==> src/rtl/core/tbls_pkg.sv <==
// ----------------------------------------------------------------------------
// tbls_pkg
// Shared types, codes and byte constants for the BOM / line ending sniffer.
// ----------------------------------------------------------------------------
package tbls_pkg;

   localparam int COUNT_BITS_DEFAULT = 32;
   localparam int TOTAL_BITS         = 32;   // width of the reported totals

   localparam int BYTE_BITS   = 8;
   localparam int HEAD_BYTES  = 4;
   localparam int HEAD_BITS   = HEAD_BYTES * BYTE_BITS;
   localparam int SEEN_BITS   = 3;           // holds 0..HEAD_BYTES
   localparam int KIND_BITS   = 3;
   localparam int LEN_BITS    = 3;
   localparam int ENDING_BITS = 2;

   // byte order mark kinds
   localparam logic [KIND_BITS-1:0] MARK_NONE    = 3'd0;
   localparam logic [KIND_BITS-1:0] MARK_UTF8    = 3'd1;
   localparam logic [KIND_BITS-1:0] MARK_UTF32BE = 3'd2;
   localparam logic [KIND_BITS-1:0] MARK_UTF32LE = 3'd3;
   localparam logic [KIND_BITS-1:0] MARK_UTF7    = 3'd4;
   localparam logic [KIND_BITS-1:0] MARK_UTF16BE = 3'd5;
   localparam logic [KIND_BITS-1:0] MARK_UTF16LE = 3'd6;

   // line ending codes
   localparam logic [ENDING_BITS-1:0] ENDING_LF   = 2'd0;
   localparam logic [ENDING_BITS-1:0] ENDING_CRLF = 2'd1;
   localparam logic [ENDING_BITS-1:0] ENDING_CR   = 2'd2;

   // bytes of interest
   localparam logic [BYTE_BITS-1:0] BYTE_LF    = 8'h0a;
   localparam logic [BYTE_BITS-1:0] BYTE_CR    = 8'h0d;
   localparam logic [BYTE_BITS-1:0] BYTE_ZERO  = 8'h00;
   localparam logic [BYTE_BITS-1:0] BYTE_EF    = 8'hef;
   localparam logic [BYTE_BITS-1:0] BYTE_BB    = 8'hbb;
   localparam logic [BYTE_BITS-1:0] BYTE_BF    = 8'hbf;
   localparam logic [BYTE_BITS-1:0] BYTE_FE    = 8'hfe;
   localparam logic [BYTE_BITS-1:0] BYTE_FF    = 8'hff;
   localparam logic [BYTE_BITS-1:0] CHAR_PLUS  = 8'h2b;
   localparam logic [BYTE_BITS-1:0] CHAR_SLASH = 8'h2f;
   localparam logic [BYTE_BITS-1:0] CHAR_V     = 8'h76;
   localparam logic [BYTE_BITS-1:0] CHAR_EIGHT = 8'h38;
   localparam logic [BYTE_BITS-1:0] CHAR_NINE  = 8'h39;

   // step control from the input register to the tally
   typedef struct packed {
      logic advance;   // input register hands its beat on this cycle
      logic last;      // that beat closes the buffer
   } step_ctrl_type;

   // decoded mark
   typedef struct packed {
      logic [KIND_BITS-1:0] kind;
      logic [LEN_BITS-1:0]  length;
   } mark_type;

endpackage

==> src/rtl/core/tbls_mark_decode.sv <==
// ----------------------------------------------------------------------------
// tbls_mark_decode
// Priority match of the buffer head against the known byte order marks.
// ----------------------------------------------------------------------------
module tbls_mark_decode (
   input  logic [tbls_pkg::HEAD_BITS-1:0] head_bytes,
   input  logic [tbls_pkg::SEEN_BITS-1:0] bytes_seen,
   output tbls_pkg::mark_type             mark
);

   logic [tbls_pkg::BYTE_BITS-1:0] b0, b1, b2, b3;
   logic has2, has3, has4;

   assign b0 = head_bytes[0*tbls_pkg::BYTE_BITS +: tbls_pkg::BYTE_BITS];
   assign b1 = head_bytes[1*tbls_pkg::BYTE_BITS +: tbls_pkg::BYTE_BITS];
   assign b2 = head_bytes[2*tbls_pkg::BYTE_BITS +: tbls_pkg::BYTE_BITS];
   assign b3 = head_bytes[3*tbls_pkg::BYTE_BITS +: tbls_pkg::BYTE_BITS];

   assign has2 = (bytes_seen >= tbls_pkg::SEEN_BITS'(2));
   assign has3 = (bytes_seen >= tbls_pkg::SEEN_BITS'(3));
   assign has4 = (bytes_seen >= tbls_pkg::SEEN_BITS'(4));

   always_comb begin
      mark.kind   = tbls_pkg::MARK_NONE;
      mark.length = tbls_pkg::LEN_BITS'(0);
      if (has3 && b0 == tbls_pkg::BYTE_EF && b1 == tbls_pkg::BYTE_BB
          && b2 == tbls_pkg::BYTE_BF) begin
         mark.kind   = tbls_pkg::MARK_UTF8;
         mark.length = tbls_pkg::LEN_BITS'(3);
      end else if (has4 && b0 == tbls_pkg::BYTE_ZERO && b1 == tbls_pkg::BYTE_ZERO
                   && b2 == tbls_pkg::BYTE_FE && b3 == tbls_pkg::BYTE_FF) begin
         mark.kind   = tbls_pkg::MARK_UTF32BE;
         mark.length = tbls_pkg::LEN_BITS'(4);
      end else if (has4 && b0 == tbls_pkg::BYTE_FF && b1 == tbls_pkg::BYTE_FE
                   && b2 == tbls_pkg::BYTE_ZERO && b3 == tbls_pkg::BYTE_ZERO) begin
         mark.kind   = tbls_pkg::MARK_UTF32LE;
         mark.length = tbls_pkg::LEN_BITS'(4);
      end else if (has4 && b0 == tbls_pkg::CHAR_PLUS && b1 == tbls_pkg::CHAR_SLASH
                   && b2 == tbls_pkg::CHAR_V
                   && (b3 == tbls_pkg::CHAR_EIGHT || b3 == tbls_pkg::CHAR_NINE
                       || b3 == tbls_pkg::CHAR_PLUS || b3 == tbls_pkg::CHAR_SLASH)) begin
         mark.kind   = tbls_pkg::MARK_UTF7;
         mark.length = tbls_pkg::LEN_BITS'(4);
      end else if (has2 && b0 == tbls_pkg::BYTE_FE && b1 == tbls_pkg::BYTE_FF) begin
         mark.kind   = tbls_pkg::MARK_UTF16BE;
         mark.length = tbls_pkg::LEN_BITS'(2);
      end else if (has2 && b0 == tbls_pkg::BYTE_FF && b1 == tbls_pkg::BYTE_FE) begin
         mark.kind   = tbls_pkg::MARK_UTF16LE;
         mark.length = tbls_pkg::LEN_BITS'(2);
      end
   end

endmodule

==> src/rtl/core/tbls_line_tally.sv <==
// ----------------------------------------------------------------------------
// tbls_line_tally
// Saturating LF / CRLF / CR counters with one byte of CR lookahead, and the
// majority vote taken on the closing beat.
// ----------------------------------------------------------------------------
module tbls_line_tally #(
   parameter int COUNT_BITS = tbls_pkg::COUNT_BITS_DEFAULT
) (
   input  logic                             clock,
   input  logic                             reset,
   input  tbls_pkg::step_ctrl_type          ctrl,
   input  logic [tbls_pkg::BYTE_BITS-1:0]   data_byte,
   input  logic [tbls_pkg::ENDING_BITS-1:0] default_ending,
   output logic [COUNT_BITS-1:0]            lf_count,
   output logic [COUNT_BITS-1:0]            crlf_count,
   output logic [COUNT_BITS-1:0]            cr_count,
   output logic [tbls_pkg::ENDING_BITS-1:0] ending_kind
);

   logic [COUNT_BITS-1:0] lf_ff, crlf_ff, cr_ff;
   logic [COUNT_BITS-1:0] lf_in, crlf_in, cr_in;
   logic                  cr_pending_ff, cr_pending_in;
   logic                  is_lf, is_cr;
   logic [1:0]            cr_step;
   logic [COUNT_BITS:0]   lf_sum, crlf_sum, cr_sum;

   assign is_lf = (data_byte == tbls_pkg::BYTE_LF);
   assign is_cr = (data_byte == tbls_pkg::BYTE_CR);

   // a pending CR not followed by LF is lone; a CR on the closing beat is too
   assign cr_step = {1'b0, cr_pending_ff && !is_lf} + {1'b0, ctrl.last && is_cr};

   assign lf_sum   = {1'b0, lf_ff}   + (COUNT_BITS+1)'(is_lf && !cr_pending_ff);
   assign crlf_sum = {1'b0, crlf_ff} + (COUNT_BITS+1)'(is_lf && cr_pending_ff);
   assign cr_sum   = {1'b0, cr_ff}   + (COUNT_BITS+1)'(cr_step);

   // carry out means the counter ran past its top: pin it there
   assign lf_count   = lf_sum[COUNT_BITS]   ? '1 : lf_sum[COUNT_BITS-1:0];
   assign crlf_count = crlf_sum[COUNT_BITS] ? '1 : crlf_sum[COUNT_BITS-1:0];
   assign cr_count   = cr_sum[COUNT_BITS]   ? '1 : cr_sum[COUNT_BITS-1:0];

   always_comb begin
      if (lf_count > crlf_count && lf_count > cr_count) begin
         ending_kind = tbls_pkg::ENDING_LF;
      end else if (crlf_count > lf_count && crlf_count > cr_count) begin
         ending_kind = tbls_pkg::ENDING_CRLF;
      end else if (cr_count > crlf_count && cr_count > lf_count) begin
         ending_kind = tbls_pkg::ENDING_CR;
      end else if (default_ending == tbls_pkg::ENDING_LF
                   || default_ending == tbls_pkg::ENDING_CRLF
                   || default_ending == tbls_pkg::ENDING_CR) begin
         ending_kind = default_ending;
      end else begin
         ending_kind = tbls_pkg::ENDING_LF;
      end
   end

   always_comb begin
      lf_in         = lf_ff;
      crlf_in       = crlf_ff;
      cr_in         = cr_ff;
      cr_pending_in = cr_pending_ff;
      if (ctrl.advance) begin
         if (ctrl.last) begin
            lf_in         = '0;
            crlf_in       = '0;
            cr_in         = '0;
            cr_pending_in = 1'b0;
         end else begin
            lf_in         = lf_count;
            crlf_in       = crlf_count;
            cr_in         = cr_count;
            cr_pending_in = is_cr;
         end
      end
   end

   always_ff @(posedge clock) begin
      if (reset) begin
         lf_ff         <= '0;
         crlf_ff       <= '0;
         cr_ff         <= '0;
         cr_pending_ff <= 1'b0;
      end else begin
         lf_ff         <= lf_in;
         crlf_ff       <= crlf_in;
         cr_ff         <= cr_in;
         cr_pending_ff <= cr_pending_in;
      end
   end

endmodule

==> src/rtl/core/text_bom_and_line_ending_sniffer_unit.sv <==
// ----------------------------------------------------------------------------
// text_bom_and_line_ending_sniffer_unit
// Byte order mark and line ending sniffer for a streamed text buffer.
// ----------------------------------------------------------------------------
// Feed the buffer one byte per beat on req_, with req_tlast on its final
// byte. The unit takes one byte every cycle unless a stalled rsp_ backs it up,
// and holds no per-buffer limit; a byte moves through an input register and
// then through one pass of compare-and-increment logic; the summary is
// registered on rsp_ behind the input register. Only the last byte of a buffer
// yields a beat on rsp_: the byte order mark kind and length found in the
// first four bytes, the lone-LF, CRLF and lone-CR counts (saturating at
// 2^COUNT_BITS-1, reported in 32 bits), and the majority line ending. On a
// tie, or with no line endings at all, csr_write_data's last value is
// reported (a value of 3 reads as LF). All sniffing state clears after each
// summary, so the next buffer starts fresh. Write csr_ only while idle.
// A stalled rsp_ holds up req_ only when a finished summary is waiting and
// another one is about to land.
// ----------------------------------------------------------------------------
module text_bom_and_line_ending_sniffer_unit #(
   parameter int COUNT_BITS = tbls_pkg::COUNT_BITS_DEFAULT
) (
   input  logic                             clock,
   input  logic                             reset,

   // csr: default line ending
   input  logic                             csr_write_en,
   input  logic [tbls_pkg::ENDING_BITS-1:0] csr_write_data,

   // req: text bytes
   input  logic                             req_tvalid,
   output logic                             req_tready,
   input  logic [7:0]                       req_tdata,   // [7:0] data_byte
   input  logic                             req_tlast,   // end_of_buffer

   // rsp: per-buffer summary
   output logic                             rsp_tvalid,
   input  logic                             rsp_tready,
   // [2:0] mark_kind, [5:3] mark_length, [7:6] ending_kind,
   // [39:8] lf_total, [71:40] crlf_total, [103:72] cr_total
   output logic [103:0]                     rsp_tdata
);

   localparam int TB = tbls_pkg::TOTAL_BITS;

   // csr
   logic [tbls_pkg::ENDING_BITS-1:0] default_ending_ff;

   // input register
   logic                           in_valid_ff;
   logic [tbls_pkg::BYTE_BITS-1:0] in_byte_ff;
   logic                           in_last_ff;

   // head capture
   logic [tbls_pkg::HEAD_BITS-1:0] head_ff, head_in, head_next;
   logic [tbls_pkg::SEEN_BITS-1:0] seen_ff, seen_in, seen_next;

   // result register
   logic         rsp_valid_ff;
   logic [103:0] rsp_data_ff, rsp_data_in;

   tbls_pkg::step_ctrl_type ctrl;
   tbls_pkg::mark_type      mark;
   logic                    advance;

   logic [COUNT_BITS-1:0]            lf_count, crlf_count, cr_count;
   logic [tbls_pkg::ENDING_BITS-1:0] ending_kind;
   logic [COUNT_BITS+TB-1:0]         lf_wide, crlf_wide, cr_wide;

   // a non-final byte always moves on; a final one needs room in rsp
   assign advance    = in_valid_ff && (!in_last_ff || !rsp_valid_ff || rsp_tready);
   assign req_tready = !in_valid_ff || advance;

   assign ctrl.advance = advance;
   assign ctrl.last    = in_last_ff;

   always_ff @(posedge clock) begin
      if (reset) begin
         default_ending_ff <= tbls_pkg::ENDING_LF;
      end else if (csr_write_en) begin
         default_ending_ff <= csr_write_data;
      end
   end

   always_ff @(posedge clock) begin
      if (reset) begin
         in_valid_ff <= 1'b0;
      end else if (req_tvalid && req_tready) begin
         in_valid_ff <= 1'b1;
      end else if (advance) begin
         in_valid_ff <= 1'b0;
      end
   end

   always_ff @(posedge clock) begin
      if (req_tvalid && req_tready) begin
         in_byte_ff <= req_tdata[tbls_pkg::BYTE_BITS-1:0];
         in_last_ff <= req_tlast;
      end
   end

   // first four bytes land in lane order; later bytes leave the head alone
   always_comb begin
      for (int i = 0; i < tbls_pkg::HEAD_BYTES; i++) begin
         head_next[i*tbls_pkg::BYTE_BITS +: tbls_pkg::BYTE_BITS] =
            (seen_ff < tbls_pkg::SEEN_BITS'(tbls_pkg::HEAD_BYTES)
             && seen_ff[1:0] == 2'(i))
            ? in_byte_ff
            : head_ff[i*tbls_pkg::BYTE_BITS +: tbls_pkg::BYTE_BITS];
      end
   end

   assign seen_next = (seen_ff < tbls_pkg::SEEN_BITS'(tbls_pkg::HEAD_BYTES))
                    ? seen_ff + tbls_pkg::SEEN_BITS'(1) : seen_ff;

   always_comb begin
      head_in = head_ff;
      seen_in = seen_ff;
      if (advance) begin
         head_in = in_last_ff ? '0 : head_next;
         seen_in = in_last_ff ? '0 : seen_next;
      end
   end

   always_ff @(posedge clock) begin
      if (reset) begin
         head_ff <= '0;
         seen_ff <= '0;
      end else begin
         head_ff <= head_in;
         seen_ff <= seen_in;
      end
   end

   tbls_mark_decode u_mark (
      .head_bytes (head_next),
      .bytes_seen (seen_next),
      .mark       (mark)
   );

   tbls_line_tally #(
      .COUNT_BITS (COUNT_BITS)
   ) u_tally (
      .clock          (clock),
      .reset          (reset),
      .ctrl           (ctrl),
      .data_byte      (in_byte_ff),
      .default_ending (default_ending_ff),
      .lf_count       (lf_count),
      .crlf_count     (crlf_count),
      .cr_count       (cr_count),
      .ending_kind    (ending_kind)
   );

   // totals are reported in 32 bits whatever the counter width
   assign lf_wide   = {{TB{1'b0}}, lf_count};
   assign crlf_wide = {{TB{1'b0}}, crlf_count};
   assign cr_wide   = {{TB{1'b0}}, cr_count};

   assign rsp_data_in = {cr_wide[TB-1:0], crlf_wide[TB-1:0], lf_wide[TB-1:0],
                         ending_kind, mark.length, mark.kind};

   always_ff @(posedge clock) begin
      if (reset) begin
         rsp_valid_ff <= 1'b0;
      end else if (advance && in_last_ff) begin
         rsp_valid_ff <= 1'b1;
      end else if (rsp_tready) begin
         rsp_valid_ff <= 1'b0;
      end
   end

   always_ff @(posedge clock) begin
      if (advance && in_last_ff) begin
         rsp_data_ff <= rsp_data_in;
      end
   end

   assign rsp_tvalid = rsp_valid_ff;
   assign rsp_tdata  = rsp_data_ff;

endmodule

==> config.mk <==
export PLATFORM = sky130hd
export DESIGN_NAME = text_bom_and_line_ending_sniffer_unit
export DESIGN_NICKNAME = d
export VERILOG_FILES = /design/src/rtl/core/tbls_pkg.sv /design/src/rtl/core/tbls_mark_decode.sv /design/src/rtl/core/tbls_line_tally.sv /design/src/rtl/core/text_bom_and_line_ending_sniffer_unit.sv
export SDC_FILE = /design/constraint.sdc
export NUM_CORES = 1
export LEC_CHECK = 0
export BUFFER_PORTS_ARGS = -buffer_cell sky130_fd_sc_hd__buf_2
export CAP_MARGIN = 20
export CELL_PAD_IN_SITES_DETAIL_PLACEMENT = 0
export CELL_PAD_IN_SITES_GLOBAL_PLACEMENT = 1
export CORE_MARGIN = 4
export CORE_UTILIZATION = 40
export CTS_BUF_LIST = sky130_fd_sc_hd__clkbuf_4
export CTS_CLUSTER_DIAMETER = 80
export DETAILED_ROUTE_END_ITERATION = 8
export HOLD_SLACK_MARGIN = 0.12
export PLACE_DENSITY_LB_ADDON = 0.12
export SLEW_MARGIN = 20
export SYNTH_ARGS = -nofsm -noshare
export SYNTH_HDL_FRONTEND = slang
export SYNTH_SLANG_ARGS = --single-unit
==> constraint.sdc <==
create_clock -name clock -period 5.8 [get_ports clock]
set_input_delay 1.16 -clock clock [delete_from_list [all_inputs] [get_ports clock]]
set_output_delay 1.16 -clock clock [all_outputs]
set_load 0.02 [all_outputs]
; Word level (Yosys, flattened, before mapping)
; Index checks and enable logic that the tools add are counted.
[totals]
regBits = 249
in_bits = 16
output_inout_bits = 106
[classes]
n_eq_ne = 23
order_cmp = 10
n_reduce_logical = 56
add_sub_neg = 5
muxes = 26
[op_table]
columns = operator, count
row1 = 32-bit two-way mux, 7
row2 = 32-bit greater-than comparator, 6
row3 = 8-bit == test (second input constant), 9
row4 = 32-bit by 1-bit adder with 33-bit output, 2
row5 = 8-bit by 6-bit == test with 1-bit output (second input constant), 6
row6 = 32-bit by 2-bit adder with 33-bit output, 1
row7 = 1-bit logical AND, 33
row8 = 8-bit zero test, 4
row9 = 8-bit two-way mux, 4
row10 = 6-bit two-way mux, 3
row11 = 8-bit by 4-bit == test with 1-bit output (second input constant), 2
row12 = 5-bit two-way mux, 2
row13 = 8-bit by 7-bit == test with 1-bit output (second input constant), 1
row14 = 1-bit logical OR, 8
row15 = 2-bit == test (second input constant), 3
row16 = 3-bit by 2-bit greater-or-equal comparator with 1-bit output (second input constant), 2
row17 = 1-bit two-way mux, 6
row18 = 3-bit two-way mux, 2
row19 = 1-bit zero test, 5
row20 = 2-bit by 1-bit == test with 1-bit output (second input constant), 2
row21 = 2-bit zero test, 2
row22 = 2-bit two-way mux, 2
row23 = 2-bit nonzero test, 2
row24 = 3-bit by 1-bit adder with 3-bit output (second input constant), 1
row25 = 5 further kinds, 5

; Longest topological paths before layout
; Gate-level depths: netlist of the first run.
[logic_depth]
depth_word = 11
mapped_depth = 24

; Modules after synthesis
; A second synthesis of the first run with hierarchy kept.
[unflattened]
cells_unflattened = 1543
hier_area_um2 = 14371.3
[by_module_without_submodules]
columns = mod, area_per_inst_um2, n_inst, cells_per_inst, seq_area_each_um2
row1 = tbls_line_tally, 8583.2, 1, 1167, 1941.9
row2 = text_bom_and_line_ending_sniffer_unit, 5457.7, 1, 324, 4174.0
row3 = tbls_mark_decode, 330.3, 1, 52, 0.0

; Worst setup path before layout of the first run
; OpenSTA, ideal clock, no wires.
[synth_path]
path_kind = flip-flop to flip-flop
from = register in_byte_ff[5] (netlist bit)
to = register rsp_data_ff[7] (netlist: rsp_tdata[7]) (data pin)
n_path_buf = 4
required_time_ns = 5.654
stages_incl_launch_ff = 23
setup_slack_ns = 0.517
period_less_slack_ns = 5.283
arrival_time_ns = 5.137
path_cell_list = edfxtp_1 > clkbuf_1 > nor4_1 > nand4_1 > nor2_1 > ha_1 > ha_1 > nand4_1 > or3_1 > or4_1 > clkbuf_1 > clkbuf_1 > clkbuf_1 > nand2_1 > ha_1 > and4_1 > a221o_1 > a21oi_1 > a21oi_1 > nor4b_1 > a2111oi_0 > or3b_1 > a21oi_1
[synth_between]
word_cells_on_any_way = 25
[synth_rtl]
columns = item, line_no
row1 = start: declaration, text_bom_and_line_ending_sniffer_unit.sv:50  ; logic [tbls_pkg::BYTE_BITS-1:0] in_byte_ff;
row2 = start signal: assignment, text_bom_and_line_ending_sniffer_unit.sv:96  ; in_byte_ff <= req_tdata[tbls_pkg::BYTE_BITS-1:0];
row3 = 8-bit by 4-bit == test with 1-bit output *, tbls_line_tally.sv:27  ; assign is_lf = (data_byte == tbls_pkg::BYTE_LF);
row4 = 1-bit logical AND *, tbls_line_tally.sv:33  ; assign lf_sum = {1'b0, lf_ff} + (COUNT_BITS+1)'(is_lf && !cr_pending_ff);
row5 = 32-bit by 1-bit adder with 33-bit output *, tbls_line_tally.sv:33
row6 = 32-bit two-way mux *, tbls_line_tally.sv:38  ; assign lf_count = lf_sum[COUNT_BITS] ? '1 : lf_sum[COUNT_BITS-1:0];
row7 = named net lf_count[7], text_bom_and_line_ending_sniffer_unit.sv:65  ; logic [COUNT_BITS-1:0] lf_count, crlf_count, cr_count;
row8 = "32-bit greater-than comparator, on equally long branches", "tbls_line_tally.sv:47, tbls_line_tally.sv:43, tbls_line_tally.sv:45"
row9 = "1-bit logical AND, on equally long branches", "tbls_line_tally.sv:47, tbls_line_tally.sv:43, tbls_line_tally.sv:45"
row10 = 2-bit two-way mux or 2-bit OR reduction (tied branches), -
row11 = end signal: assignment, text_bom_and_line_ending_sniffer_unit.sv:174  ; rsp_data_ff <= rsp_data_in;
row12 = end: declaration, text_bom_and_line_ending_sniffer_unit.sv:59  ; logic [103:0] rsp_data_ff, rsp_data_in;
; The timed path passes the listed nets; every way through them passes the cells marked *.
; A chain may end at the register's enable or synchronous reset.

; Worst setup path after layout of the first run
[layout_path]
from = register in_byte_ff[4] (netlist bit)
to = register rsp_data_ff[6] (netlist: rsp_tdata[6]) (data pin)
[layout_between]
word_cells_on_any_way = 25
[layout_rtl]
columns = item, line_no
row1 = 8-bit by 4-bit == test with 1-bit output *, tbls_line_tally.sv:27
row2 = 1-bit logical AND *, tbls_line_tally.sv:34  ; assign crlf_sum = {1'b0, crlf_ff} + (COUNT_BITS+1)'(is_lf && cr_pending_ff);
row3 = 32-bit by 1-bit adder with 33-bit output *, tbls_line_tally.sv:34
row4 = 32-bit two-way mux *, tbls_line_tally.sv:39  ; assign crlf_count = crlf_sum[COUNT_BITS] ? '1 : crlf_sum[COUNT_BITS-1:0];
row5 = named net crlf_count[27], text_bom_and_line_ending_sniffer_unit.sv:65
row6 = 32-bit greater-than comparator, tbls_line_tally.sv:47  ; end else if (cr_count > crlf_count && cr_count > lf_count) begin
row7 = 1-bit logical AND, tbls_line_tally.sv:47
row8 = 2-bit two-way mux, tbls_line_tally.sv:47
row9 = 1-bit two-way mux, tbls_line_tally.sv:45  ; end else if (crlf_count > lf_count && crlf_count > cr_count) begin
; Marked as above.

==> metrics.sh, run 1 <==
PERIOD_NEEDED_NS=5.43
DP_HPWL_UM=30500
FINAL_NET_COUNT=1749
HOLD_VIO_CNT_FINAL=0
FINAL.SETUP_SKEW_NS=0.0467
SYNTH_MUX_AREA_SHARE_PCT=0.904
H-TREE-DEPTH=3
SYNTH.NET_COUNT=1589
SETUP.WORST_PATH.END_CLASS='register'
YOSYS.CELL_TYPES.COUNT=72
SYNTH_LARGEST_TYPE_AREA_FRACTION_PCT=24.8
AREA_DELTA_SYNTH_FINAL_PCT=16.6
CRIT_FAMILY='simple AND/OR/NAND/NOR gates'
FINAL_MAX_SLEW_VIOL_COUNT=0
WORST_SETUP_HOLD_PATH_CLK_SLEW_NS=0.07
ADDER_CELL_SHARE_OF_THE_SYNTHESIZED_AREA_PCT=9.28
IOS=122
DESIGN.DIE.AREA_UM2=37300
SYNTH_TOP_CELL_BY_AREA='sky130_fd_sc_hd__edfxtp_1'
ROUTE.VIAS.TOTAL=11800
WORST_PATH_MAX_DELAY_CELL='sky130_fd_sc_hd__edfxtp_1'
AVGROUTEDWIREPERCELL_UM=19.5
CRITICAL_PATH.MAX_STAGE_DELAY_NS=0.41
OUTCOME='complete, no violations'
YOSYSSEQAREASHARE_PCT=44.7
DRT-PASS1-ITER-COUNT=5
CRITPATHARRIVALTIME_NS=5.87
CRITICAL_PATH.CELL_CHAIN='nor4_2 > nand4_1 > nor2_1 > ha_1 > and4_1 > nand3_2 > nor3_2 > nand4_1 > or3_1 > xor2_1 > nand2_1 > inv_1 > ha_1 > nand4_1 > nor4_4 > buf_4 > nand2_1 > a211oi_2 > nor4_2 > buf_4 > a2111oi_2 > nor3b_1 > o21a_1'
CRITICAL_PATH.MOST_COMMON_CELL='sky130_fd_sc_hd__nand4_1'
DIE_W_UM=193
TIMING.FINAL.CRIT_SHARE_PCT=93.7
DRV.MAX_CAP_VIOLATION_COUNT=0
SYNTH.TOP_CELLS.BY_AREA='sky130_fd_sc_hd__edfxtp_1 (25%), sky130_fd_sc_hd__dfxtp_1 (20%), sky130_fd_sc_hd__ha_1 (9.1%)'
ROUTED_WL_UM=41700
PATH_MAX_FANOUT=4
IRDROPWORSTVDD_mV=0.150
HOLD-WORST-SLACK_NS=0.462
SYNTH_SEQ_CELLS=249
GRT_PASS1_VIAS=11500
FINALPOWER_mW=3.60
SIMPLE_GATE_SHARE_OF_THE_SYNTHESIZED_AREA_PCT=20.5
CLOCK_TREE.BUFFER_DEPTH=3
POST-PLACE-CELLS=2003
TIMING.SLEW.HEADROOM_PCT=31.5
GR-TOTAL-OVERFLOW=0
DIEHEIGHT_UM=193
TRITONCTS.NUM_BUFFERS=71
HOLD_CLASS='register to register'
SYNTH_AREA_PER_CELL_UM2=9.30
CRITICAL_PATH_BUF_INV_COUNT=3
WORSTSKEWPAIRLATENCY_NS=0.71
WORSTSETUPPATHTYPE='register to register'
AREA_INSIDE_THE_CORE_BOUNDARY_UM2=33600
SYNTH_CELLS=1472
CLOCK_TREE_SINKS=249
SYNTH-XOR-AREA-SHARE_PCT=4.28
ROOT_BUFFER='sky130_fd_sc_hd__clkbuf_4'
NUMBER_OF_FLOPS_MAPPED_TO_ENABLE_CELLS_BY_YOSYS=113
SYNTH.CELL_AREA_UM2=13700
CRIT_PATH_START_KIND='register'
BUFFER_PORTS.INSERTED=121
GRT_PASS1_WL_UM=64300
CORE.ROWCOUNT=67
DRT.ANTENNA.VIOLATING_NETS=0
REPORT.FINAL.SETUP_VIOL=0
POST_LAYOUT_NONFILLER_INSTANCES=2133
GRT_MAX_DEGREE=73
CELLPOWERDENSITY_nW_PER_UM2=226
FINAL_LAYOUT_SIZE_SUFFIX_GT1_SHARE_PCT=20.1
POSTSYNTH.TOPFLOPCELL='sky130_fd_sc_hd__dfxtp_1'
SYNTH_COMPOUND_AREA_SHARE_PCT=15.8
N_FILL_CELL=3322
SYNTHESIS.YOSYS.WARNINGS=0
WORST_PIN_SLEW_NS=1.02
P_LEAK_nW=6.90
GRT_ANTENNA_BEFORE_REPAIR=1
DRCVIOLATIONCOUNT=0
TRITONCTS='yes'
MAIN_COMBINATIONAL_CELL_FAMILY_BY_AREA_AFTER_SYNTHESIS='simple AND/OR/NAND/NOR gates'
GRT_SETUP_UNREPAIRED='yes'
TRACK_USAGE_PCT=22.3
CP_DATA_REQUIRED_TIME_NS=6.23
VIA_PER_INST=5.53
DRT_ITER0_DRC=757
INITIAL_STANDARD_CELL_UTILIZATION_OF_THE_CORE_PCT=40.7
ASYNC_FLOP_SHARE_PCT=0
MAX_CLK_RATE_GHz=0.184
GP_CONGESTION=0.906
[worst register-to-register path, cell delays in order (launching register included)]
cell and delay, ns:
sky130_fd_sc_hd__edfxtp_1 0.41, sky130_fd_sc_hd__nor4_2 0.31, sky130_fd_sc_hd__nand4_1 0.21, sky130_fd_sc_hd__nor2_1 0.19, sky130_fd_sc_hd__ha_1 0.23, sky130_fd_sc_hd__and4_1 0.25
sky130_fd_sc_hd__nand3_2 0.18, sky130_fd_sc_hd__nor3_2 0.24, sky130_fd_sc_hd__nand4_1 0.16, sky130_fd_sc_hd__or3_1 0.41, sky130_fd_sc_hd__xor2_1 0.16, sky130_fd_sc_hd__nand2_1 0.18
sky130_fd_sc_hd__inv_1 0.08, sky130_fd_sc_hd__ha_1 0.31, sky130_fd_sc_hd__nand4_1 0.16, sky130_fd_sc_hd__nor4_4 0.35, sky130_fd_sc_hd__buf_4 0.17, sky130_fd_sc_hd__nand2_1 0.09
sky130_fd_sc_hd__a211oi_2 0.31, sky130_fd_sc_hd__nor4_2 0.09, sky130_fd_sc_hd__buf_4 0.16, sky130_fd_sc_hd__a2111oi_2 0.24, sky130_fd_sc_hd__nor3b_1 0.10, sky130_fd_sc_hd__o21a_1 0.18
[metal layers]
metal / vias to the layer above / routed length (µm) / global-route usage, %
met2: 307 / 19800 / 37.2
met3: 73 / 2250 / 4.34
met1: 5642 / 18400 / 28.8
met4: 0 / 1200 / 8.20
met5: - / 0 / 0
li1: 5784 / - / -
[cell families (layout without fill, tap and decap cells)]
kind of cell | count (synthesis) | count (layout)
fa+ha+maj | 101 | 101
buf+inv | 163 | 374
xor+xnor | 67 | 67
other cells | 0 | 2
flops | 249 | 249
mux | 12 | 12
simple gates | 564 | 564
compound gates | 316 | 316
[power breakdown]
group,switching (mW),internal [mW],leakage [nW]
combinational,0.104,0.0280,4.03
clock,0.752,0.870,0.538
sequential,0.00898,1.84,2.33
total,0.865,2.74,6.90
[worst paths after layout]
kind / start / to / slack [ns] / cells past startpoint
worst max-delay path: in_byte_ff[4] / rsp_tdata[6] / 0.37 / 23
worst min-delay path: u_tally.crlf_ff[0] / u_tally.crlf_ff[0] / 0.46 / 2
worst max register to register: in_byte_ff[4] / rsp_tdata[6] / 0.37 / 23
worst min register to register: u_tally.crlf_ff[0] / u_tally.crlf_ff[0] / 0.46 / 2
[cells in the final DEF (no fill, tap or decap), types with 4 or more instances in the layout]
master and n:
sky130_fd_sc_hd__a21o_1 11, sky130_fd_sc_hd__a211oi_1 7, sky130_fd_sc_hd__nand2_1 131, sky130_fd_sc_hd__nand2b_1 10, sky130_fd_sc_hd__and4_1 19, sky130_fd_sc_hd__o21ai_0 40
sky130_fd_sc_hd__xor2_1 38, sky130_fd_sc_hd__nor2_1 166, sky130_fd_sc_hd__nor4_1 13, sky130_fd_sc_hd__clkinv_1 9, sky130_fd_sc_hd__inv_1 85, sky130_fd_sc_hd__or2_2 6
sky130_fd_sc_hd__nand4_1 43, sky130_fd_sc_hd__ha_1 100, sky130_fd_sc_hd__mux2i_1 8, sky130_fd_sc_hd__xnor2_1 29, sky130_fd_sc_hd__o21ai_1 4, sky130_fd_sc_hd__nand3_1 52
sky130_fd_sc_hd__o21bai_1 5, sky130_fd_sc_hd__clkbuf_4 112, sky130_fd_sc_hd__buf_4 43, sky130_fd_sc_hd__a32oi_1 9, sky130_fd_sc_hd__buf_2 120, sky130_fd_sc_hd__nor2b_1 14
sky130_fd_sc_hd__a22oi_1 110, sky130_fd_sc_hd__nor3_1 29, sky130_fd_sc_hd__a21oi_1 59, sky130_fd_sc_hd__a211o_1 6, sky130_fd_sc_hd__o211ai_1 5, sky130_fd_sc_hd__o21a_1 7
sky130_fd_sc_hd__edfxtp_1 113, sky130_fd_sc_hd__or3_1 12, sky130_fd_sc_hd__and3_1 24, sky130_fd_sc_hd__and2_1 6, sky130_fd_sc_hd__dfxtp_1 136, sky130_fd_sc_hd__nor3_2 7
sky130_fd_sc_hd__a31oi_1 14
[stage by stage]
stage                     util, %  area [µm²]  worst slack [ns]  TNS [ns]
final                        47.5       16000             0.368         0
after global routing         47.5       16000          -0.00685  -0.00685
after CTS                    47.0       15800            0.0118         0
after detailed placement     44.3       14900           -0.0622    -0.102
after global placement       44.3       14900           -0.0157   -0.0157
after floorplan                 -       13700             0.517         0
[state kept, by name, summed over array words and instances (netlist names)]
| signal | flops |
|---|---|
| rsp_tdata | 104 |
| head_ff | 32 |
| u_tally.cr_ff | 32 |
| u_tally.crlf_ff | 32 |
| u_tally.lf_ff | 32 |
| in_byte_ff | 8 |
| seen_ff | 3 |
| default_ending_ff | 2 |
| in_last_ff | 1 |
| in_valid_ff | 1 |
| rsp_tvalid | 1 |
| u_tally.cr_pending_ff | 1 |
[final cells by class]
| class | instances | area, µm² | share of cell area [%] |
|---|---|---|---|
| multi-input cells | 1060 | 7130 | 44.7 |
| flip-flops and latches | 249 | 6120 | 38.3 |
| repair buffers | 164 | 943 | 5.91 |
| clock buffers | 112 | 841 | 5.26 |
| well taps | 448 | 561 | 3.51 |
| inverters | 86 | 328 | 2.05 |
| clock inverters | 12 | 48.8 | 0.305 |
| diodes | 2 | 5.00 | 0.0313 |
[timing repair]
action                                 in CTS  in global routing
hold buffers                                0                  0
endpoints found under the hold margin       0                  0
setup endpoints to repair                   2                  2
gates resized for setup                     5                 29
pin swaps                                   0                  6
buffers inserted                            0                  4
[Yosys cell counts, drive strengths merged (3+ instances only)]
cell and n:
and3 27, o21a 7, a21o 11, clkbuf 68
a211oi 9, o211ai 5, a211o 6, edfxtp 113
mux2i 9, and4 19, nor2 168, or3 13
nand2b 10, o31ai 4, nand2 135, inv 85
buf 9, nor2b 15, nand3 54, or2 6
nor3 37, dfxtp 136, and2 7, a31oi 15
o21ai 45, a22oi 110, nor4 18, ha 100
xnor2 29, a21oi 61, a32oi 9, o2111ai 3
mux2 3, xor2 38, o21bai 5, or4 4
nand4 46, a2111oi 5
No activity file was read; power rests on OpenSTA's default activity.
==> run 2: changes to the inputs <==
--- a/config.mk
+++ b/config.mk
@@ -10,7 +10,7 @@
 export CELL_PAD_IN_SITES_DETAIL_PLACEMENT = 0
 export CELL_PAD_IN_SITES_GLOBAL_PLACEMENT = 1
 export CORE_MARGIN = 4
-export CORE_UTILIZATION = 40
+export CORE_UTILIZATION = 48
 export CTS_BUF_LIST = sky130_fd_sc_hd__clkbuf_4
 export CTS_CLUSTER_DIAMETER = 80
 export DETAILED_ROUTE_END_ITERATION = 8
==> run 2 against run 1 <==
Setup slack lost 0.050 ns. Combinational power barely moved. Maximum frequency fell by 0.91%. Largest power group unchanged. Clock power up 3%. Clock skew shrank 0.00069 ns. Power up 1.2%. Critical path depth increased by 1. First-iteration DRC count is 26% higher. Highest routed layer unchanged. Core utilization is 9.6 points higher. Sequential share of layout area about the same. Via count up 1.7%.
==> metrics.sh, run 2 (same netlist as run 1, synthesis figures left out) <==
OUTCOME='complete, no violations'
POWER_FRAC_CLOCK_PCT=45.7
DRT.ANTENNA.VIOLATING_NETS=0
FINAL_LAYOUT_SIZE_SUFFIX_GT1_SHARE_PCT=20.0
WORST_PIN_SLEW_NS=1.01
GRT_MAX_DEGREE=92
HOLD-WORST-SLACK_NS=0.466
HOLD_CLASS='register to register'
HOLD_VIO_CNT_FINAL=0
FINISH.INSTANCE_AREA_UM2=16000
DIE_W_UM=177
FINAL_MAX_SLEW_VIOL_COUNT=0
TIMING.FINAL.CRIT_SHARE_PCT=94.5
CRIT_PATH_START_KIND='register'
IRDROPWORSTVDD_mV=0.182
GP_CONGESTION=0.888
CRITPATHARRIVALTIME_NS=5.93
DESIGN.DIE.AREA_UM2=31300
ROUTED_WL_UM=41200
AVGROUTEDWIREPERCELL_UM=19.9
H-TREE-DEPTH=3
GRT_PASS1_VIAS=11600
WORSTSKEWPAIRLATENCY_NS=0.71
FINAL_NET_COUNT=1751
INITIAL_STANDARD_CELL_UTILIZATION_OF_THE_CORE_PCT=49.0
DIEHEIGHT_UM=177
CP_DATA_REQUIRED_TIME_NS=6.25
PLACEDINSTANCEAREA_UM2=14800
PERIOD_NEEDED_NS=5.48
ROUTE.VIAS.TOTAL=12000
DRT-PASS1-ITER-COUNT=5
PATH_MAX_FANOUT=8
TRACK_USAGE_PCT=26.0
CELL_INTERNAL_POWER_mW=2.74
DP_HPWL_UM=29700
GRT_SETUP_UNREPAIRED='yes'
VIA_PER_INST=5.80
MOST_COMMON_LIBRARY_CELL_IN_THE_LAYOUT_IGNORING_FILL_AND_TAPS='sky130_fd_sc_hd__nor2_1'
AREA_INSIDE_THE_CORE_BOUNDARY_UM2=27900
AREA_DELTA_SYNTH_FINAL_PCT=16.5
GRT_PASS1_WL_UM=64100
TRITONCTS.NUM_BUFFERS=70
WORST_SETUP_HOLD_PATH_CLK_SLEW_NS=0.07
POST_LAYOUT_NONFILLER_INSTANCES=2069
IOS=122
DRT_ITER0_DRC=957
GR-TOTAL-OVERFLOW=0
CORE.ROWCOUNT=61
FINAL.SETUP_SKEW_NS=0.0460
GRT_ANTENNA_BEFORE_REPAIR=2
MOSTFREQUENTLAYOUTCELLS='sky130_fd_sc_hd__nor2_1 (167), sky130_fd_sc_hd__dfxtp_1 (136), sky130_fd_sc_hd__nand2_1 (133)'
BUFFER_PORTS.INSERTED=121
N_FILL_CELL=2656
COMBPWRFRAC_PCT=3.6
CLOCK_TREE.BUFFER_DEPTH=3
NET_SWITCHING_POWER_FIGURE_mW=0.904
TIMING.SLEW.HEADROOM_PCT=32.4
DRCVIOLATIONCOUNT=0
SETUP.WORST_PATH.END_CLASS='register'
SWITCHING_SHARE_PCT=24.8
CELLPOWERDENSITY_nW_PER_UM2=229
TRITONCTS='yes'
ROOT_BUFFER='sky130_fd_sc_hd__clkbuf_4'
P_SEQ_SHARE_PCT=50.7
CLOCK_TREE_SINKS=249
DRV.MAX_CAP_VIOLATION_COUNT=0
WORSTSETUPPATHTYPE='register to register'
REPORT.FINAL.SETUP_VIOL=0
MAX_CLK_RATE_GHz=0.182
LARGEST_REG_FLOPS=104
POST-PLACE-CELLS=1937
P_LEAK_nW=6.93
run 2: changes by cell type in the layout (fill, tap and decap cells not counted), moves of 2 or more:
cell	delta
sky130_fd_sc_hd__inv_2	-2
sky130_fd_sc_hd__nand2_2	-2
sky130_fd_sc_hd__clkbuf_4	-9
sky130_fd_sc_hd__nor4_1	-2
sky130_fd_sc_hd__clkinvlp_4	+2
sky130_fd_sc_hd__clkinv_2	+6
sky130_fd_sc_hd__buf_4	+2
sky130_fd_sc_hd__inv_6	+3
sky130_fd_sc_hd__nand2_1	+2
run 2: critical path, cell delays in order, from the launching register on:
cell	delay [ns]
sky130_fd_sc_hd__edfxtp_1	0.43
sky130_fd_sc_hd__nor4_4	0.30
sky130_fd_sc_hd__nand4_1	0.18
sky130_fd_sc_hd__nor2_1	0.21
sky130_fd_sc_hd__ha_1	0.24
sky130_fd_sc_hd__ha_1	0.20
sky130_fd_sc_hd__and3_1	0.27
sky130_fd_sc_hd__and4_4	0.33
sky130_fd_sc_hd__nand4_1	0.20
sky130_fd_sc_hd__nor3_1	0.26
sky130_fd_sc_hd__xnor2_1	0.11
sky130_fd_sc_hd__nand2_1	0.20
sky130_fd_sc_hd__inv_1	0.07
sky130_fd_sc_hd__ha_1	0.29
sky130_fd_sc_hd__nand4_1	0.18
sky130_fd_sc_hd__nor4_2	0.33
sky130_fd_sc_hd__buf_4	0.18
sky130_fd_sc_hd__nand2_1	0.09
sky130_fd_sc_hd__a211oi_2	0.26
sky130_fd_sc_hd__buf_4	0.16
sky130_fd_sc_hd__nor4_2	0.04
sky130_fd_sc_hd__a2111oi_2	0.30
sky130_fd_sc_hd__buf_4	0.17
sky130_fd_sc_hd__nor3b_1	0.04
sky130_fd_sc_hd__o21a_1	0.18
run 2: layout make-up:
cell class	count	area (µm²)	area share [%]
antenna	2	5.00	0.0314
clock buffer	103	773	4.85
clock inverter	24	155	0.972
inverter	86	328	2.05
multi-input combinational	1060	7130	44.7
sequential	249	6120	38.3
tap	378	473	2.96
timing repair buffer	167	978	6.13
run 2: what timing repair did:
| item | CTS | global route |
|---|---|---|
| cloned | 0 | 0 |
| buffers inserted | 0 | 3 |
| hold buffers | 0 | 0 |
| resized for setup | 2 | 28 |
| setup endpoints to repair | 2 | 2 |
| pin swaps | 0 | 5 |
run 2: path summary, 6_finish.rpt:
| path | start | endpoint | slack [ns] | cells past startpoint |
|---|---|---|---|---|
| setup reg to reg | in_byte_ff[5] | rsp_tdata[6] | 0.32 | 24 |
| hold / removal | u_tally.crlf_ff[0] | u_tally.crlf_ff[0] | 0.47 | 2 |
| hold reg to reg | u_tally.crlf_ff[0] | u_tally.crlf_ff[0] | 0.47 | 2 |
| setup / recovery | in_byte_ff[5] | rsp_tdata[6] | 0.32 | 24 |
run 2: routing by layer:
metal / up-vias / part of all wire (%) / track usage (%)
li1: 5788 / - / -
met1: 5739 / 44 / 34.2
met4: 0 / 2.8 / 8.96
met3: 94 / 5.6 / 5.19
met2: 388 / 48 / 42.9
met5: - / 0 / 0
run 2: power groups by stage:
stage | Sequential, mW | Combinational, mW | Clock [mW]
floorplan | 1.89 | 0.0760 | 0
global placement | 1.89 | 0.130 | 0
detailed placement | 1.89 | 0.130 | 0
CTS | 1.85 | 0.131 | 1.71
global route | 1.85 | 0.142 | 1.83
finish | 1.85 | 0.131 | 1.67
run 2: metrics by stage:
stage	utilization [%]	TNS (ns)	setup WS, ns	total power, mW
after detailed placement	53.2	-0.0116	-0.0116	2.02
final	57.1	0	0.318	3.65
after global routing	57.1	-0.215	-0.129	3.82
after global placement	53.2	0	0.0698	2.02
after floorplan	-	0	0.517	1.97
after CTS	56.5	0	0.00237	3.69
==> run 3: changes to the inputs <==
--- a/config.mk
+++ b/config.mk
@@ -16,6 +16,7 @@
 export DETAILED_ROUTE_END_ITERATION = 8
 export HOLD_SLACK_MARGIN = 0.12
 export PLACE_DENSITY_LB_ADDON = 0.12
+export REMOVE_ABC_BUFFERS = 1
 export SLEW_MARGIN = 20
 export SYNTH_ARGS = -nofsm -noshare
 export SYNTH_HDL_FRONTEND = slang
==> run 3 against run 2 <==
Final cell count is 0.48% higher. Final area is 0.59% higher. First-iteration DRC count is 4.4% higher. Sequential power hardly changed. Register-to-register slack worse by 0.02 ns. Setup slack worse by 0.017 ns. Routed wire length is 5.3% lower. Combinational power hardly changed. Largest cell class unchanged. Largest power group unchanged.
==> metrics.sh, run 3 (same netlist as run 1, synthesis figures left out) <==
WORST_PIN_SLEW_NS=1.05
CP_DATA_REQUIRED_TIME_NS=6.20
DRV.MAX_CAP_VIOLATION_COUNT=0
HOLD-WORST-SLACK_NS=0.467
FINAL.SETUP_SKEW_NS=0.0521
GP_CONGESTION=0.915
GR-TOTAL-OVERFLOW=0
REPORT.FINAL.SETUP_VIOL=0
IOS=122
IRDROPWORSTVDD_mV=0.183
CORE.ROWCOUNT=61
PATH_MAX_FANOUT=16
DP_HPWL_UM=28400
CELLPOWERDENSITY_nW_PER_UM2=229
GRT_ANTENNA_BEFORE_REPAIR=1
FIN_WS_NS=0.301
GRT_PASS1_WL_UM=61500
ROUTED_WL_UM=39000
GRT_MAX_DEGREE=98
GRT_PASS1_VIAS=11200
TRACK_USAGE_PCT=24.7
AREA_DELTA_SYNTH_FINAL_PCT=17.2
CLOCK_TREE.BUFFER_DEPTH=3
CRITICAL_PATH.CELL_CHAIN='nor4_4 > nand4_1 > nor2_1 > ha_1 > ha_1 > nand4_1 > buf_4 > or3_1 > or4_1 > buf_4 > buf_4 > nand2_1 > ha_1 > nand4_1 > nor2_1 > nand3_1 > or2_2 > o21bai_1 > a2111oi_1 > buf_4 > nor3b_1 > o21a_1'
WORSTSKEWPAIRLATENCY_NS=0.67
P_LEAK_nW=7.02
HOLD_VIO_CNT_FINAL=0
HOLD_CLASS='register to register'
H-TREE-DEPTH=3
FINAL_NET_COUNT=1762
TIMING.FINAL.CRIT_SHARE_PCT=94.8
DESIGN.DIE.AREA_UM2=31300
POST_LAYOUT_NONFILLER_INSTANCES=2079
DIEHEIGHT_UM=177
WORST_SETUP_HOLD_PATH_CLK_SLEW_NS=0.07
LARGEST_REG_FLOPS=104
ROUTE.VIAS.TOTAL=11800
POST-PLACE-CELLS=1950
TIMING.SLEW.HEADROOM_PCT=29.7
SETUP.WORST_PATH.END_CLASS='register'
CRITICAL_PATH.MOST_COMMON_CELL='sky130_fd_sc_hd__buf_4'
DRCVIOLATIONCOUNT=0
OUTCOME='complete, no violations'
CLOCK_TREE_SINKS=249
ROOT_BUFFER='sky130_fd_sc_hd__clkbuf_4'
CRITICAL_PATH.MAX_STAGE_DELAY_NS=0.53
MOST_COMMON_LIBRARY_CELL_IN_THE_LAYOUT_IGNORING_FILL_AND_TAPS='sky130_fd_sc_hd__nor2_1'
TRITONCTS.NUM_BUFFERS=70
FINAL_LAYOUT_SIZE_SUFFIX_GT1_SHARE_PCT=20.5
TRITONCTS='yes'
CRIT_PATH_START_KIND='register'
BUFFER_PORTS.INSERTED=121
DIE_W_UM=177
VIA_PER_INST=5.70
WORSTSETUPPATHTYPE='register to register'
N_FILL_CELL=2595
MOSTFREQUENTLAYOUTCELLS='sky130_fd_sc_hd__nor2_1 (165), sky130_fd_sc_hd__dfxtp_1 (136), sky130_fd_sc_hd__nand2_1 (133)'
AREA_INSIDE_THE_CORE_BOUNDARY_UM2=27900
PRECTSSETUPSLACK_NS=-0.0812
WORST_PATH_MAX_DELAY_CELL='sky130_fd_sc_hd__or4_1'
INITIAL_STANDARD_CELL_UTILIZATION_OF_THE_CORE_PCT=49.0
DRT-PASS1-ITER-COUNT=7
DRT.ANTENNA.VIOLATING_NETS=0
CRITPATHARRIVALTIME_NS=5.90
DRT_ITER0_DRC=999
CTSHOLDBUFFERS=0
FINAL_MAX_SLEW_VIOL_COUNT=0
PERIOD_NEEDED_NS=5.50
AVGROUTEDWIREPERCELL_UM=18.8
MAX_CLK_RATE_GHz=0.182
## run 3: cell types whose count changed in the layout (fill, tap and decap cells not counted), sizes merged
cell	delta
buf	+11
bufinv	+2
clkbuf	-2
clkinv	+4
clkinvlp	-3
diode	-1
inv	-1
## run 3: area by class of cell
class                   count  area, µm²  share of cell area (%)
diodes                      1       2.50                  0.0156
clock buffers             101        758                    4.72
clock inverters            26        189                    1.18
inverters                  86        328                    2.04
multi-input cells        1060       7130                    44.4
flip-flops and latches    249       6120                    38.1
well taps                 378        473                    2.95
repair buffers            178       1050                    6.56
## run 3: what timing repair did
action,CTS,global route
endpoints found under the setup margin,2,2
pin swaps,0,2
setup buffers,0,1
gates resized for setup,4,28
hold endpoints to repair,0,0
## run 3: path summary, 6_finish.rpt
check,start,to,slack [ns],cells past startpoint
hold / removal,u_tally.crlf_ff[0],u_tally.crlf_ff[0],0.47,2
setup reg to reg,in_byte_ff[5],rsp_tdata[6],0.30,22
hold reg to reg,u_tally.crlf_ff[0],u_tally.crlf_ff[0],0.47,2
setup / recovery,in_byte_ff[5],rsp_tdata[6],0.30,22
## run 3: per-stage QoR
stage	TNS, ns	power [mW]	area, µm²	util (%)
final	0	3.67	16000	57.5
after floorplan	-75.75	1.95	13400	-
after global routing	-0.0191	3.85	16000	57.5
after detailed placement	-0.117	2.02	14900	53.5
after global placement	0	2.02	14900	53.5
after CTS	0	3.72	15900	56.9
## run 3: layer usage
layer  wire length, µm  up-vias  part of all wire (%)  GRT usage [%]
met4               661        0                   1.7           7.74
li1                  -     5794                     -              -
met1             18400     5619                    47           35.3
met2             17600      379                    45           37.8
met3              2360       48                   6.1           5.23
met5                 0        -                     0              0
## run 3: worst max-delay path, delay by kind of cell, from the launching register on
kind	cells	cell delay, ns
flip-flops	1	0.43
buffers and inverters	4	0.80
AND/OR/NAND/NOR	12	2.72
AO/OA/AOI/OAI	3	0.74
adder cells (fa/ha/maj)	3	0.58
## run 3: report_power, final
part	switching [mW]	internal, mW
registers	0.00941	1.84
logic	0.101	0.0288
clock network	0.745	0.943
total	0.855	2.81
